## config.mk

```make
export PLATFORM = sky130hd
export DESIGN_NAME = sit_lookup
export DESIGN_NICKNAME = d
export VERILOG_FILES = /design/src/hw/rtl/sit_pkg.sv /design/src/hw/rtl/sit_lookup.sv
export SDC_FILE = /design/constraint.sdc
export NUM_CORES = 1
export LEC_CHECK = 0
export ABC_AREA = 1
export BUFFER_PORTS_ARGS = -buffer_cell sky130_fd_sc_hd__buf_2
export CAP_MARGIN = 10
export CORE_MARGIN = 1
export CORE_UTILIZATION = 38
export CTS_CLUSTER_DIAMETER = 80
export DETAILED_ROUTE_END_ITERATION = 8
export PLACE_DENSITY = 0.78
export SLEW_MARGIN = 20
export SYNTH_ARGS = -nofsm -noshare
export SYNTH_HDL_FRONTEND = slang
export SYNTH_SLANG_ARGS = --single-unit
```

## constraint.sdc

```tcl
create_clock -name clk -period 1.6 [get_ports clk]
set_clock_uncertainty 0.05 [all_clocks]
set_input_delay 0.4 -clock clk [delete_from_list [all_inputs] [get_ports clk]]
set_output_delay 0.4 -clock clk [all_outputs]
set_load 0.005 [all_outputs]
```

## src/hw/rtl/sit_pkg.sv

```systemverilog
package sit_pkg;

  // field and counter widths
  localparam int unsigned IDX_W    = 11;
  localparam int unsigned CNT_W    = 12;
  localparam int unsigned LFSR_W   = 10;
  localparam int unsigned CANDIDATES = 2048;

  // lfsr start value and the last candidate of the build
  localparam logic [LFSR_W-1:0] LFSR_SEED = 10'h001;
  localparam logic [CNT_W-1:0]  LAST_CAND = 12'(CANDIDATES - 1);

  // destination bit of each R' bit in the scrambled address
  localparam logic [3:0] BIT_DEST [LFSR_W] = '{
    4'd4, 4'd3, 4'd9, 4'd6, 4'd2, 4'd8, 4'd1, 4'd5, 4'd7, 4'd0
  };

  // write requests from the table builder to both memories
  typedef struct packed {
    logic             fwd_we;
    logic [IDX_W-1:0] fwd_addr;
    logic [IDX_W-1:0] fwd_data;
    logic             inv_we;
    logic [IDX_W-1:0] inv_addr;
    logic [IDX_W-1:0] inv_data;
  } sit_wr_t;

  // fixed bit permutation of R'
  function automatic logic [LFSR_W-1:0] scramble_bits(input logic [LFSR_W-1:0] r);
    logic [LFSR_W-1:0] v;
    v = '0;
    for (int b = 0; b < LFSR_W; b++) begin
      v[BIT_DEST[b]] = r[b];
    end
    return v;
  endfunction

endpackage

```

## src/hw/rtl/sit_lookup.sv

```systemverilog
module sit_lookup
  import sit_pkg::*;
#(
  parameter int unsigned DATA_CELLS = 1512,
  localparam int unsigned ADDR_W = (DATA_CELLS > 1) ? $clog2(DATA_CELLS) : 1
) (
  input  logic              clk,
  input  logic              rst_n,
  input  logic              tables_ready,
  input  logic              direction,
  input  logic              in_valid,
  input  logic [IDX_W-1:0]  in_index_in,
  output logic              in_stall,
  output logic              rd_en,
  output logic [ADDR_W-1:0] rd_addr,
  input  logic [IDX_W-1:0]  fwd_rdata,
  input  logic [IDX_W-1:0]  inv_rdata,
  output logic              out_valid,
  output logic [IDX_W-1:0]  out_index_out,
  output logic              out_error,
  input  logic              out_stall
);

  localparam logic [CNT_W-1:0] CELLS_W = CNT_W'(DATA_CELLS);

  logic             s1_valid_r, s1_valid_nxt;
  logic             s1_err_r;
  logic             s1_dir_r;
  logic             out_valid_r, out_valid_nxt;
  logic [IDX_W-1:0] out_index_r;
  logic             out_error_r;

  logic             out_load;
  logic             s1_free;
  logic             in_acc;
  logic             in_range;
  logic [IDX_W-1:0] lookup_data;

  // handshake and read request
  always_comb begin
    out_load = s1_valid_r && (!out_valid_r || !out_stall);
    s1_free  = !s1_valid_r || out_load;
    in_stall = !tables_ready || !s1_free;
    in_acc   = in_valid && !in_stall;
    in_range = {1'b0, in_index_in} < CELLS_W;
    rd_en    = in_acc && in_range;
    rd_addr  = in_index_in[ADDR_W-1:0];

    lookup_data = s1_dir_r ? inv_rdata : fwd_rdata;

    s1_valid_nxt = in_acc ? 1'b1 : (out_load ? 1'b0 : s1_valid_r);
    out_valid_nxt = out_load ? 1'b1 : (out_valid_r && !out_stall ? 1'b0 : out_valid_r);
  end

  // control state
  always_ff @(posedge clk) begin
    if (!rst_n) begin
      s1_valid_r  <= 1'b0;
      out_valid_r <= 1'b0;
    end else begin
      s1_valid_r  <= s1_valid_nxt;
      out_valid_r <= out_valid_nxt;
    end
  end

  // request info travelling with the memory read
  always_ff @(posedge clk) begin
    if (in_acc) begin
      s1_err_r <= !in_range;
      s1_dir_r <= direction;
    end
  end

  // output register
  always_ff @(posedge clk) begin
    if (out_load) begin
      out_index_r <= s1_err_r ? '0 : lookup_data;
      out_error_r <= s1_err_r;
    end
  end

  assign out_valid     = out_valid_r;
  assign out_index_out = out_index_r;
  assign out_error     = out_error_r;

endmodule

```

# ---- After elaboration in Yosys (flattened, before gate mapping)
# Index checks and enable logic that the tools add are counted.
dict set report totals {
  reg_bits 16
  output_inout_bits 26
  word_cells 28
}
dict set report classes {
  order_cmp 1
  mux 5
  reduce_logical 16
}
# cell count
set ops {}
lappend ops {{11-bit < comparator, second input constant} 1}
lappend ops {{11-bit two-way mux} 1}
lappend ops {{1-bit zero test} 7}
lappend ops {{1-bit logical AND} 4}
lappend ops {{1-bit two-way mux} 4}
lappend ops {{2-bit nonzero test} 2}
lappend ops {{1-bit logical OR} 3}

# ---- Depth between registers and ports, before layout
dict set report logic_depth {
  word_depth 9
  depth_mapped 6
}

# ---- Worst setup path after synthesis
# No wires, ideal clock.
dict set report synth_timing {
  kind {input -> register}
  startpoint {in out_stall}
  endpoint {reg out_error_r (netlist: out_error) (enable)}
  setup_ns 0.380
  arrival_ns 1.061
  required_ns 1.170
  slack_ns 0.108
  stages 3
  n_path_buf 0
  cell_sequence {nand2_1 -> inv_1 -> nor2_1}
}
dict set report synth_via {
  elab_chain_len 3
}
# item line
set synth_rtl {}
lappend synth_rtl {{start: declaration} sit_lookup.sv:21} ;# input logic out_stall
lappend synth_rtl {{1-bit zero test} sit_lookup.sv:41} ;# out_load = s1_valid_r && (!out_valid_r || !out_stall);
lappend synth_rtl {{1-bit logical OR} sit_lookup.sv:41}
lappend synth_rtl {{1-bit logical AND} sit_lookup.sv:41}
lappend synth_rtl {{via out_load} sit_lookup.sv:33} ;# logic out_load;
lappend synth_rtl {{end signal: assignment} sit_lookup.sv:78} ;# out_error_r <= s1_err_r;
lappend synth_rtl {{end: declaration} sit_lookup.sv:31} ;# logic out_error_r;
# The timed path passes the listed nets, and every way through them passes these cells.
# A chain may end at the register's enable or synchronous reset.

# ---- Worst setup path in the final report
dict set report layout_timing {
  startpoint {reg out_valid_r (netlist: out_valid)}
  endpoint {out rd_en}
}
dict set report layout_via {
  elab_chain_len 9
}
# item line
set layout_rtl {}
lappend layout_rtl {{start: declaration} sit_lookup.sv:29} ;# logic out_valid_r, out_valid_nxt;
lappend layout_rtl {{start signal: assignment} sit_lookup.sv:62} ;# out_valid_r <= out_valid_nxt;
lappend layout_rtl {{1-bit zero test} sit_lookup.sv:41}
lappend layout_rtl {{1-bit logical OR} sit_lookup.sv:41}
lappend layout_rtl {{1-bit logical AND} sit_lookup.sv:41}
lappend layout_rtl {{1-bit logical OR} sit_lookup.sv:42} ;# s1_free = !s1_valid_r || out_load;
lappend layout_rtl {{1-bit zero test} sit_lookup.sv:43} ;# in_stall = !tables_ready || !s1_free;
lappend layout_rtl {{1-bit logical OR} sit_lookup.sv:43}
lappend layout_rtl {{1-bit zero test} sit_lookup.sv:44} ;# in_acc = in_valid && !in_stall;
lappend layout_rtl {{1-bit logical AND} sit_lookup.sv:44}
lappend layout_rtl {{1-bit logical AND} sit_lookup.sv:46} ;# rd_en = in_acc && in_range;
lappend layout_rtl {{end: declaration} sit_lookup.sv:14} ;# output logic rd_en,
# No other way between the ends.

==> impl_results.md <==
* Final weighted congestion in routability-driven placement at 0.664
* Worst Path Max Fanout at 2
* Clock tree from TritonCTS: done
* Total negative setup slack at 0 ps
* Share of synthesized area occupied by flip-flops and latches at 56.7%
* Internal power at 672 uW
* Highest attainable clock frequency at 0.663 GHz
* Max H-tree Level at 1
* Via count of the routed design at 746
* Number of hold buffers added after cts at 0
* Number of nets in the layout at 178
* Share of total power in combinational logic at between 10% and 20%
* Detailed placement HPWL at between 1 and 1.5 mm
* Number of storage elements in the synthesis netlist at 16
* Count of unresolved DRC violations after routing at 0
* R2R cell count at 3
* Register cell area after layout at 462 um2
* Largest net degree at the start of global routing at 13
* Yosys warning total at 0
* Power per cell area at ~780 mW/mm2
* Share of cells above drive strength 1 at 50.7%
* Startpoint Class: flip-flop
* Total clock buffers created by CTS at 3
* Placeable core region at 0.00198 mm2
* Iteration count of the initial detailed-routing pass at 4
* Switching part of the total power at 21.8%
* Result of the run: completed
* Initial drt markers at 8
* Dpl cell area at approximately 0.0010 mm2
* Combined area of the multi-input logic cells at 229 um2
* Max-cap violations at 0
* Final Cycle Share at 94.3%
* Final cell area excluding filler cells at about 0.0011 mm2
* Hold Crit Class: input pin to flip-flop
* Start point of the worst min-delay path: direction
* Worst slew slack as a fraction of its limit at between 70% and 80%
* Placement-stage worst setup slack at approximately 150 ps
* Max VDD drop at approximately 310 uV
* Clock Latency Late Sink at 280 ps
* Overall global routing resource usage at around 14%
* Post-Synthesis Cell Area at slightly above 800 um2
* Final number of hold-violating endpoints at 0
* Setup repair after global routing missed its margin: no
* Startpoint of the worst register-to-register path: s1_dir_r$_DFFE_PP_
* CP Capture Type: output pin
* Slowest cell on the critical path: dfxtp_2
* Unique masters post-synth at 13
* WL per Instance at 9.89 um
* Synthesized instance count at 87
* Clock-pin slew of the registers on the worst-case setup and hold paths at 90 ps
* Critical path, cell by cell: nand2_2 -> inv_1 -> nand2_2 -> nand3_2 -> nor2_1 -> buf_2
* Worst hold slack across all endpoints at roughly 240 ps
* Num ports at 65
* Die Outline Area at 0.00233 mm2
* CP peak stage delay at 340 ps
* Leakage power of the design at 0.000561 uW
* Number of antenna violations at the first check in global routing at 0
* ANT cells at 0
* Setup violators final at 0
* Share of total power in sequential cells at 55.6%
* Total Routed Length at 1.63 mm
* Final ANT Viol Nets at 0
* Die Y-Extent at 48.2 um
* Required time of the worst setup path at 1150 ps
* Root buffer cell: clkbuf_4
* Vias per cell at between 4 and 5
* Final total power at around 860 uW
* # clock sinks at 16
* Worst-margin pin slew at 403 ps
* Post-Syn Area per Cell at 9.33 um2
* Critical Path Start: out_valid$_SDFFE_PN0P_
* NetSw at ~190 uW
* Part of the power in the clock network at 30.6%
* Overflow after GRT at 0
* Die boundary width at a little under 50 um
* Count of buffers inserted at the top-level ports at 58
* Synthesized net count at about 130
* Area added between synthesis and finish at 35.0%
* Filler Cells Inserted at 190
* Cell Rows at 16
* Vias in the first global route at 557
* Final critical path time including I/O delays and setup at roughly 1500 ps
* Starting density of the core at 41.0%
* Hold path depth at 1
* Worst setup slack after layout at 90.6 ps
* Cell mode on critical path: nand2_2
* Type of the setup path with the least slack: flip-flop to output pin
* WP data arrival at 1060 ps
* Maximum clock insertion buffer count at 2
* First-pass GRT wire length at 2.16 mm
* Number of max-slew violations in the final report at 0
==> cell usage after synthesis <==
master      n  area [um2]
nand2_1    32         120
edfxtp_1   14         420
buf_4      11        82.6
a21oi_1    10        50.1
inv_1       6        22.5
nor2_1      5        18.8
buf_6       2        22.5
dfxtp_1     2        40.0
a21boi_0    1        7.51
a21oi_2     1        8.76
buf_2       1        5.00
nand3_1     1        5.00
o2bb2ai_1   1        8.76
==> critical path, delay by kind of cell (launching register included) <==
| kind | cells | cell delay (ps) |
|---|---|---|
| buffers and inverters | 2 | 160 |
| DFF | 1 | 340 |
| and+or+nand+nor | 4 | 280 |
==> cell usage in the layout, fill, tap and decap left out, types with 2 or more instances in the layout <==
| cell | Yosys | final |
|---|---|---|
| a21oi_1 | 10 | 10 |
| buf_2 | 1 | 58 |
| buf_4 | 11 | 3 |
| clkbuf_4 | 0 | 3 |
| edfxtp_1 | 14 | 14 |
| inv_1 | 6 | 6 |
| nand2_1 | 32 | 30 |
| nand2_2 | 0 | 2 |
| nor2_1 | 5 | 5 |
==> worst paths after layout <==
| check | to | slack, ps |
|---|---|---|
| max | rd_en | 90 |
| min | s1_dir_r$_DFFE_PP_ | 240 |
| max reg2reg | out_index_out[4]$_SDFFCE_PP0P_ | 480 |
| min reg2reg | out_valid$_SDFFE_PN0P_ | 480 |
==> timing repair <==
| item | in CTS | in global routing |
|---|---|---|
| gates resized for setup | 0 | 4 |
| setup endpoints to repair | 0 | 1 |
| buffers inserted | 0 | 1 |
==> metrics by stage <==
| stage | util [%] | std cells |
|---|---|---|
| 5_1_grt | 55.3 | 165 |
| 3_3_place_gp | 52.5 | 160 |
| 6_report | 55.3 | 165 |
| 3_5_place_dp | 52.5 | 160 |
| 2_1_floorplan | - | 87 |
| 4_1_cts | 54.4 | 164 |
==> registers in the layout, summed over array words and instances (netlist names) <==
name,cells
s1_valid_r,1
s1_dir_r,1
out_error,1
s1_err_r,1
out_valid,1
out_index_out,11
==> logic make-up after synthesis <==
family	after synthesis	synth area share [%]
DFF	16	56.7
AOI/OAI and AO/OA	13	9.25
buffers and inverters	20	16.3
and+or+nand+nor	38	17.7
==> power groups by stage <==
stage	clock [uW]	combinational (uW)	sequential [uW]
2_1_floorplan	0	67.5	485
3_5_place_dp	0	117	486
3_3_place_gp	0	114	486
4_1_cts	270	118	477
5_1_grt	286	136	480
6_report	263	119	477
==> metal layers <==
metal  vias up  share of wire, %  global-route usage [%]
met5         -                 0                       0
met4         0               1.8                    8.89
met3         6                11                    3.33
met2        50                50                    24.3
met1       318                37                    14.7
li1        372                 -                       -
==> cell type report <==
cell class | count | share of cell area (%)
Clock buffer | 4 | 3.31
Inverter | 6 | 2.05
Multi-Input combinational cell | 51 | 20.9
Sequential cell | 16 | 42.1
Tap cell | 27 | 3.08
Timing Repair Buffer | 61 | 28.5
Power figures use the tool's default switching activity.
