## src/hw/rtl/sit_pkg.sv

```systemverilog
package sit_pkg;

  // field and counter widths
  localparam int unsigned IDX_W    = 11;
  localparam int unsigned CNT_W    = 12;
  localparam int unsigned LFSR_W   = 10;
  localparam int unsigned CANDIDATES = 2048;

  // lfsr start value and the last candidate of the build
  localparam logic [LFSR_W-1:0] LFSR_SEED = 10'h001;
  localparam logic [CNT_W-1:0]  LAST_CAND = 12'(CANDIDATES - 1);

  // destination bit of each R' bit in the scrambled address
  localparam logic [3:0] BIT_DEST [LFSR_W] = '{
    4'd4, 4'd3, 4'd9, 4'd6, 4'd2, 4'd8, 4'd1, 4'd5, 4'd7, 4'd0
  };

  // write requests from the table builder to both memories
  typedef struct packed {
    logic             fwd_we;
    logic [IDX_W-1:0] fwd_addr;
    logic [IDX_W-1:0] fwd_data;
    logic             inv_we;
    logic [IDX_W-1:0] inv_addr;
    logic [IDX_W-1:0] inv_data;
  } sit_wr_t;

  // fixed bit permutation of R'
  function automatic logic [LFSR_W-1:0] scramble_bits(input logic [LFSR_W-1:0] r);
    logic [LFSR_W-1:0] v;
    v = '0;
    for (int b = 0; b < LFSR_W; b++) begin
      v[BIT_DEST[b]] = r[b];
    end
    return v;
  endfunction

endpackage

```

## src/hw/rtl/sit_builder.sv

```systemverilog
module sit_builder
  import sit_pkg::*;
#(
  parameter int unsigned DATA_CELLS = 1512
) (
  input  logic    clk,
  input  logic    rst_n,
  output sit_wr_t wr,
  output logic    tables_ready
);

  localparam logic [CNT_W-1:0] CELLS_W = CNT_W'(DATA_CELLS);

  logic [CNT_W-1:0]  cand_r, cand_nxt;
  logic [CNT_W-1:0]  acc_r, acc_nxt;
  logic [LFSR_W-1:0] lfsr_r, lfsr_nxt;
  logic              ready_r, ready_nxt;

  logic              building;
  logic [LFSR_W-1:0] lfsr_step;
  logic [LFSR_W-1:0] rprime;
  logic [IDX_W-1:0]  cand_addr;
  logic              take;

  // one candidate per cycle until all have been tried
  always_comb begin
    building  = !ready_r;
    lfsr_step = {lfsr_r[0] ^ lfsr_r[3], lfsr_r[LFSR_W-1:1]};

    // R' is zero for the first two candidates, one for the third, then the lfsr
    priority if (cand_r < CNT_W'(2)) begin
      rprime = '0;
    end else if (cand_r == CNT_W'(2)) begin
      rprime = LFSR_W'(1);
    end else begin
      rprime = lfsr_step;
    end

    cand_addr = {cand_r[0], scramble_bits(rprime)};
    take      = building && ({1'b0, cand_addr} < CELLS_W) && (acc_r < CELLS_W);

    lfsr_nxt  = (building && (cand_r > CNT_W'(2))) ? lfsr_step : lfsr_r;
    cand_nxt  = building ? cand_r + CNT_W'(1) : cand_r;
    acc_nxt   = take ? acc_r + CNT_W'(1) : acc_r;
    ready_nxt = ready_r || (cand_r == LAST_CAND);

    wr.fwd_we   = take;
    wr.fwd_addr = acc_r[IDX_W-1:0];
    wr.fwd_data = cand_addr;
    wr.inv_we   = take;
    wr.inv_addr = cand_addr;
    wr.inv_data = acc_r[IDX_W-1:0];
  end

  always_ff @(posedge clk) begin
    if (!rst_n) begin
      cand_r  <= '0;
      acc_r   <= '0;
      lfsr_r  <= LFSR_SEED;
      ready_r <= 1'b0;
    end else begin
      cand_r  <= cand_nxt;
      acc_r   <= acc_nxt;
      lfsr_r  <= lfsr_nxt;
      ready_r <= ready_nxt;
    end
  end

  assign tables_ready = ready_r;

endmodule

```

## config.mk

```make
export PLATFORM = sky130hd
export DESIGN_NAME = sit_builder
export DESIGN_NICKNAME = d
export VERILOG_FILES = /design/src/hw/rtl/sit_pkg.sv /design/src/hw/rtl/sit_builder.sv
export SDC_FILE = /design/constraint.sdc
export NUM_CORES = 1
export LEC_CHECK = 0
export ABC_AREA = 0
export ABC_CLOCK_PERIOD_IN_PS = 3400
export BUFFER_PORTS_ARGS = -buffer_cell sky130_fd_sc_hd__buf_4
export CELL_PAD_IN_SITES_DETAIL_PLACEMENT = 1
export CELL_PAD_IN_SITES_GLOBAL_PLACEMENT = 1
export CORE_MARGIN = 2
export CORE_UTILIZATION = 40
export CTS_BUF_LIST = sky130_fd_sc_hd__clkbuf_4 sky130_fd_sc_hd__clkbuf_8
export DETAILED_ROUTE_END_ITERATION = 7
export GPL_TIMING_DRIVEN = 1
export PLACE_DENSITY_LB_ADDON = 0.2
export RECOVER_POWER = 100
export SYNTH_ARGS = -nofsm -noshare
export SYNTH_HDL_FRONTEND = slang
export SYNTH_SLANG_ARGS = --single-unit
```

## constraint.sdc

```tcl
create_clock -name clk -period 3.4 [get_ports clk]
set_input_delay 0.68 -clock clk [delete_from_list [all_inputs] [get_ports clk]]
set_output_delay 0.68 -clock clk [all_outputs]
set_load 0.05 [all_outputs]
```

; Word-level counts from Yosys, hierarchy flattened
; Index checks and enable logic that the tools add are counted.
; Widths: inputs -> output; s select.
[word_totals]
out_inout_bits = 47
register_bits = 35
input_bits = 2
wordCells = 20
[op_classes]
eq_ne = 2
order_cmp = 4
addsub = 2
reduce_logical = 5
n_bitwise = 1
n_mux = 2
[op_table]
columns = cell, n
row1 = $add 12x1->12 const B, 2
row2 = $mux 10, 2
row3 = $eq 12x11->1 const B, 1
row4 = $eq 12x2->1 const B, 1
row5 = $gt 12x2->1 const B, 1
row6 = $lt 12x11->1 const B, 1
row7 = $lt 12x2->1 const B, 1
row8 = $lt 11x11->1 const B, 1
row9 = $logic_and 1x1->1, 3
row10 = $logic_not 1->1, 1
row11 = $logic_or 1x1->1, 1
row12 = $xor 1x1->1, 1

; Logic depth before layout (Yosys ltp)
; Gate-level depths: netlist of the first run.
[depth]
word_depth = 6
mapped_depth = 8
ltp_nobuf = 6

; Worst setup path before layout of the first run
; OpenSTA, ideal clock, no wires.
[synth_path]
kind = register -> output
start = register cand_r[0]
end = output port wr[23] (netlist name)
t_arrival_ps = 2228
required_ps = 2720
n_path_buf = 2
stages_incl_launch_ff = 8
setup_slack_ps = 492
path_cell_list = dfxtp_1 -> inv_1 -> ha_1 -> o2111ai_1 -> clkbuf_1 -> inv_1 -> nor2_1 -> buf_4
[synth_rtl]
columns = item, line_no
row1 = from (decl), sit_builder.sv:14  ; logic [CNT_W-1:0] cand_r, cand_nxt;
row2 = from (signal assigned), sit_builder.sv:62  ; cand_r <= cand_nxt;
row3 = to (decl), sit_builder.sv:8  ; output sit_wr_t wr,

==> metrics, run 1 <==
critical path endpoint category=output pin; final worst slack=0.402 ns; Total Die Area=5940 sq um; P&R area growth vs syn=2.23%; r2r setup slk=1.03 ns; max_cap viols=1; Detailed Route Iter0 Violations=51; hold buffer count at CTS=0; synth top area cells=dfxtp_1 (33%), buf_4 (13%), mux2i_1 (8.9%); Peak VDD IR=250 uV; Layout Cells excl Fill=309; number of port buffers=48; remaining antenna violation count=0; die height=77.1 microns; Tot GR Track Use=15.2%; # nets final=244; CTS Buffer Depth=2; Clk pin slew, worst setup/hold paths=0.07 ns; placed wire-length estimate=3.02 mm; Setup Skew=0.00498 ns; CP Max Fanout=9; later-pin clock latency in the skew report=0.29 ns; Vias=1499; Root Driver=clkbuf_8; Final Hold Fails=0; worst rel slew slack=-12.5%; flops & latches, synth=35; Tmin final=3.00 ns; Mapped Area=2140 sq um; post-CTS sizing=0; crit path launch=cand_r[0]; top post-synthesis cells by count=buf_4 (38), dfxtp_1 (35), and2_1 (20), mux2i_1 (19), nand2_1 (18); initial antenna violation count=0; per-cell routed wire length=13.8 microns; r2r endpoint=lfsr_r[0]; Post-CTS Setup Bufs=0; residual DRC count=0; Inserted Diodes=0; Worst Hold Class=flop to flop; CTS tree=yes; ys async rst share=0%; Ports=49; Critical Path RT=2.72 ns; CTS buffer count=5; Synth Flop Type=dfxtp_1; unrepaired setup endpoints after global routing=false; Cell Pwr Density=402 nW/um^2; vias in the first global route=1477; Core Area=5140 sq um; Vias/cell=4.85; Finished Cell Area=2180 sq um; Sum Neg Setup Slack=0 ns; gr ovfl total=0; post-synth top area share=32.8%; Critical R2R Launch=cand_r[0]; crit path kind=flop to output pin; Syn Inst Count=226; Post-synth EDFFs=0; syn avg cell area=9.46 sq um; setup violators final=0; count leader, synth=buf_4; Die Width=77.1 microns; R2R depth=8; crit path DAT=2.32 ns; Cell Rows=26; Initial Util=41.6%; failing checks=capacitance limit, slew limit; H-tree Lvls=2; cell taking the most area after synthesis=dfxtp_1; crit start category=flop; Seq/Total Area, Yosys=32.8%; DRT Pass-1 Iters=3; f_max=334 MHz; first-pass GRT wire length=7.31 mm; layout cells sized above 1=10.5%; library cells used by synthesis=37; Worst Tran Pin Value=1.69 ns; CTS sink count=35; utilization after layout=42.5%; Max Transition Viols Final=46; Synthesis Warnings=0; Leak=0.000811 uW; DRT Wirelength=4.25 mm; Setup crit end=wr[45]; routability congestion estimate=0.718; pin count of the biggest net entering global routing=46; Net Count, Synth=231; status=complete, but fails checks; Inst Count DP=302; placed inst area=2280 sq um; setup slack at placement=0.768 ns; Final Cycle Share=88.2%
[through the flow]
step / power (uW) / hold WS, ns
floorplan: 566 / 0.431
global placement: 590 / 0.449
detailed placement: 592 / 0.452
CTS: 904 / 0.475
global route: 919 / 0.494
finish: 878 / 0.468
[routing by layer]
metal	track usage, %	vias up	share of wire [%]
met5	0	-	0
met4	5.36	0	1.4
met3	4.24	7	4.1
met2	24.5	29	47
met1	19.6	709	48
li1	-	754	-
[worst max-delay path, cell delays in order (launching register included)]
cell     delay (ns)
dfxtp_1        0.48
inv_1          0.10
ha_1           0.21
and4_1         0.16
o311a_2        0.47
nor3_2         0.33
buf_4          0.27
[sequential cells by signal, summed over array words and instances (netlist names)]
name	cells
acc_r	12
tables_ready	1
lfsr_r	10
cand_r	12
[worst min path at each step]
stage | startpoint | endpoint | cells after the start
2_1_floorplan | acc_r[11] | acc_r[11] | 1
3_3_place_gp | acc_r[11] | acc_r[11] | 1
3_5_place_dp | acc_r[11] | acc_r[11] | 1
4_1_cts | acc_r[11] | acc_r[11] | 1
5_1_grt | acc_r[11] | acc_r[11] | 1
6_report | acc_r[11] | acc_r[11] | 1
[cell usage in the layout, fill, tap and decap left out, types with 4 or more instances in the layout]
master,instances
and3_1,4
clkbuf_1,47
and2_0,6
nor2_1,4
xnor2_1,9
nand2_1,18
mux2i_1,19
clkbuf_8,6
nor2b_1,9
dfxtp_1,35
nor4_2,5
and2_1,14
nand2b_1,10
nand3_1,11
buf_4,4
[power breakdown]
part	switching, uW	internal (uW)
sequential	13.8	420
clock	152	159
combinational	94.6	38.3
[kinds of logic (layout without fill, tap and decap cells)]
kind of cell,Yosys count,in the layout,share of synthesized area (%)
compound gates,11,11,4.10
xor+xnor,11,11,4.51
fa+ha+maj,3,3,1.76
buf+inv,48,61,15.9
flops,35,35,32.8
mux,19,19,8.90
simple gates,99,99,32.1
[cell type report]
cell class | count | area (sq um)
fillers | 670 | 2960
multi-input cells | 143 | 1090
flip-flops and latches | 35 | 701
repair buffers | 51 | 206
well taps | 70 | 87.6
clock buffers | 6 | 82.6
inverters | 3 | 11.3
clock inverters | 1 | 5.00
(Power assumes the default switching activity.)
==> run 2: changes to the inputs <==
CORE_UTILIZATION = 45   (was 40)
==> metrics, run 2 (synthesis gave the netlist of run 1 again) <==
status=complete, but fails checks; failing checks=capacitance limit, slew limit; net switching power=258 uW; crit path DAT=2.28 ns; CTS sink count=35; Total Die Area=5320 sq um; placed inst area=2260 sq um; Max Transition Viols Final=46; Leak=0.000821 uW; Fillers=588; Crit-path slowest cell=dfxtp_1; internal power=652 uW; most frequent cells in the layout=clkbuf_1 (47), dfxtp_1 (35), mux2i_1 (19), nand2_1 (18), and2_1 (16); later-pin clock latency in the skew report=0.28 ns; R2R depth=8; Critical Path RT=2.72 ns; Setup crit end=wr[22]; setup violators final=0; CP Cell Sequence=inv_1 > ha_1 > and4_1 > o311a_2 > nor3_4 > clkbuf_2; vias in the first global route=1429; pin count of the biggest net entering global routing=46; Clk pin slew, worst setup/hold paths=0.07 ns; slowest stage delay, CP=0.48 ns; gr ovfl total=0; r2r endpoint=lfsr_r[0]; post-CTS sizing=0; Finished Cell Area=2170 sq um; worst rel slew slack=-13.5%; routability congestion estimate=0.726; unrepaired setup endpoints after global routing=false; residual DRC count=0; first-pass GRT wire length=6.89 mm; CTS buffer count=5; DRT Pass-1 Iters=4; Critical R2R Launch=cand_r[0]; most common cell after layout, fill and taps aside=clkbuf_1; Comb pwr share=14.6%; CTS Buffer Depth=2; Inserted Diodes=0; Cell Rows=25; Vias=1547; Final Cycle Share=86.9%; P&R area growth vs syn=1.35%; crit path launch=cand_r[0]; die height=72.9 microns; Sum Neg Setup Slack=0 ns; Initial Util=45.9%; Root Driver=clkbuf_8; Vias/cell=5.26; Ports=49; Die Width=72.9 microns; CP Max Fanout=9; per-cell routed wire length=14.1 microns; # nets final=244; critical path endpoint category=output pin; sw frac=28.3%; Tmin final=2.96 ns; Worst Tran Pin Value=1.70 ns; DRT Wirelength=4.13 mm; initial antenna violation count=0; H-tree Lvls=2; Post-CTS Setup Bufs=0; CTS tree=yes; Flop pwr share=47.8%; placed wire-length estimate=2.92 mm; layout cells sized above 1=9.58%; max_cap viols=1; Core Area=4660 sq um; Setup Skew=0.00295 ns; crit start category=flop; Detailed Route Iter0 Violations=75; Clock power frac=37.6%; Final Hold Fails=0; crit path kind=flop to output pin; Cell Pwr Density=420 nW/um^2; r2r setup slk=1.01 ns; remaining antenna violation count=0; Tot GR Track Use=16.5%; f_max=338 MHz; biggest regs=acc_r x12, cand_r x12, lfsr_r x10; Worst Hold Class=flop to flop; number of port buffers=48; Peak VDD IR=344 uV; hold buffer count at CTS=0
run 2: changes by cell type in the layout (fill, tap and decap cells not counted), moves of 2 or more:
cell    delta
and2_1     +2
nor4_1     +3
nor4_2     -3
and2_0     -2
run 2: area by class of cell:
type	instances	area (sq um)	area share (%)
well taps	54	67.6	3.12
multi-input cells	143	1080	49.8
inverters	3	11.3	0.520
clock buffers	8	104	4.79
repair buffers	51	204	9.42
flip-flops and latches	35	701	32.4
run 2: worst min path at each step:
stage / startpoint / endpoint / slack, ns / depth (start not counted)
after floorplan: acc_r[11] / acc_r[11] / 0.43 / 1
after global placement: acc_r[11] / acc_r[11] / 0.45 / 1
after detailed placement: acc_r[11] / acc_r[11] / 0.46 / 1
after CTS: acc_r[11] / acc_r[11] / 0.48 / 1
after global routing: acc_r[11] / acc_r[11] / 0.50 / 1
final: acc_r[11] / acc_r[11] / 0.47 / 1
run 2: power by group through the flow:
stage	logic [uW]	registers, uW	clock network [uW]
2_1_floorplan	126	440	0
3_3_place_gp	145	443	0
3_5_place_dp	146	444	0
4_1_cts	148	435	350
5_1_grt	143	437	375
6_report	132	435	342
run 2: metrics by stage:
stage	hold slack, ns	total power, uW	utilization [%]	setup WS (ns)	cells
floorplan	0.431	566	-	0.492	226
CTS	0.475	933	50.7	0.464	294
finish	0.472	909	46.5	0.444	294
global route	0.501	956	46.5	0.258	294
global placement	0.452	589	48.5	0.854	286
detailed placement	0.456	591	48.5	0.795	286
run 2: layer usage:
metal,wire (microns),vias to the layer above,GRT usage [%]
met5,0,-,0
met1,2000,755,22.3
met3,148,5,4.97
met2,1950,27,26.0
li1,-,760,-
met4,40,0,3.70
run 2: worst max-delay path: cells and delay by family (launching register included):
kind	cells	cell delay, ns
and+or+nand+nor	2	0.40
AOI/OAI and AO/OA	1	0.47
buffers and inverters	2	0.42
DFF	1	0.48
adders and majority gates	1	0.22
==> run 3: changes to the inputs <==
--- a/config.mk
+++ b/config.mk
@@ -18,4 +18,5 @@
 export PLACE_DENSITY_LB_ADDON = 0.2
 export RECOVER_POWER = 100
+export REMOVE_ABC_BUFFERS = 1
 export SYNTH_ARGS = -nofsm -noshare
 export SYNTH_HDL_FRONTEND = slang
==> constraint.sdc (replaced) <==
create_clock -name clk -period 3.4 [get_ports clk]
set_input_delay 0.51 -clock clk [delete_from_list [all_inputs] [get_ports clk]]
set_output_delay 0.51 -clock clk [all_outputs]
set_load 0.05 [all_outputs]
==> metrics, run 3 (synthesis gave the netlist of run 1 again) <==
Clk pin slew, worst setup/hold paths=0.07 ns; Max Transition Viols Final=46; internal power=615 uW; Inst Count DP=285; Crit path max-delay family=simple AND/OR/NAND/NOR gates; routability congestion estimate=0.757; Core Area=4660 sq um; top routing layer used=met4; Ports=49; Leak=0.000816 uW; Vias=1484; Cell Pwr Density=409 nW/um^2; Die Width=72.9 microns; CP Cell Sequence=nor4_1 > o2111ai_1 > clkbuf_1 > and3_4 > nor3_4 > buf_4; f_max=343 MHz; critical path endpoint category=output pin; unrepaired setup endpoints after global routing=false; crit start category=flop; Fin Hold WS=0.478 ns; final worst slack=0.483 ns; Finished Cell Area=2120 sq um; DRT Wirelength=4.17 mm; met2 routed WL=1.98 mm; pin count of the biggest net entering global routing=46; placed wire-length estimate=3.08 mm; Flop pwr share=50.1%; WP depth=6; Inserted Diodes=0; Total Die Area=5320 sq um; H-tree Lvls=2; most common cell after layout, fill and taps aside=clkbuf_1; CTS sink count=35; Cell Rows=25; Worst Tran Pin Value=1.67 ns; vias in the first global route=1462; sw frac=29.0%; Post-CTS Setup Bufs=0; initial antenna violation count=0; Worst Hold Class=flop to flop; biggest regs=acc_r x12, cand_r x12, lfsr_r x10; M1 WL=2.06 mm; Comb pwr share=15.1%; Min-Delay Path Depth=1; most frequent cells in the layout=clkbuf_1 (39), dfxtp_1 (35), mux2i_1 (19), nand2_1 (18), and2_0 (16); failing checks=capacitance limit, slew limit; setup slack at placement=0.947 ns; max_cap viols=1; later-pin clock latency in the skew report=0.28 ns; Detailed Route Iter0 Violations=54; crit path kind=flop to output pin; first-pass GRT wire length=7.00 mm; Peak VDD IR=189 uV; per-cell routed wire length=14.3 microns; Clock power frac=34.8%; Tot GR Track Use=16.8%; hold buffer count at CTS=0; setup violators final=0; CTS buffer count=5; Tmin final=2.92 ns; Root Driver=clkbuf_8; Layout Cells excl Fill=292; layout cells sized above 1=10.1%; CTS Buffer Depth=2; die height=72.9 microns; DRT Pass-1 Iters=4; Final Hold Fails=0; slowest stage delay, CP=0.49 ns; worst rel slew slack=-11.5%; Setup Skew=0.00528 ns; remaining antenna violation count=0; crit path DAT=2.41 ns; Critical Path RT=2.89 ns; net switching power=252 uW; Crit-path slowest cell=nor4_1; CP Max Fanout=12; gr ovfl total=0; post-CTS sizing=0; Vias/cell=5.08; WL met3=93 microns; WP buf/inv=2; Initial Util=45.9%; P&R area growth vs syn=-0.937%; CTS tree=yes; # nets final=243; R2R depth=8; residual DRC count=0; status=complete, but fails checks; placed inst area=2250 sq um; Final Cycle Share=85.8%; number of port buffers=48
==> run 3: final timing paths <==
path	slack, ns	start	end
setup / recovery	0.48	cand_r[2]	wr[22]
hold / removal	0.48	acc_r[11]	acc_r[11]
setup reg to reg	0.77	cand_r[0]	lfsr_r[0]
hold reg to reg	0.48	acc_r[11]	acc_r[11]
==> run 3: area by class of cell <==
| cell class | instances | area [sq um] |
|---|---|---|
| clock inverter | 1 | 5.00 |
| tap | 54 | 67.6 |
| clock buffer | 6 | 82.6 |
| timing repair buffer | 50 | 229 |
| fill | 591 | 2540 |
| multi-input combinational | 143 | 1020 |
| sequential | 35 | 701 |
| inverter | 3 | 11.3 |
==> run 3: through the flow <==
step	util, %	power (uW)	TNS (ns)
floorplan	-	543	-0.610
global placement	48.3	589	0
detailed placement	48.3	592	0
CTS	50.2	896	0
global route	45.4	913	0
finish	45.4	867	0
==> run 3: worst register-to-register path, delay by kind of cell (launching register included) <==
family	cells	cell delay, ns
fa+ha+maj	1	0.22
simple gates	2	0.27
compound gates	1	0.17
mux	1	0.26
flops	1	0.47
buf+inv	3	1.04
==> run 3: per-layer routing <==
| layer | up-vias | GRT usage [%] |
|---|---|---|
| li1 | 752 | - |
| met1 | 709 | 22.6 |
| met2 | 19 | 26.6 |
| met3 | 4 | 3.31 |
| met4 | 0 | 6.17 |
| met5 | - | 0 |
==> run 3: power by group through the flow <==
stage	Clock, uW	Sequential [uW]	Combinational, uW
after floorplan	0	468	75.2
after global placement	0	443	145
after detailed placement	0	444	147
after CTS	314	435	148
after global routing	337	436	140
final	302	434	131
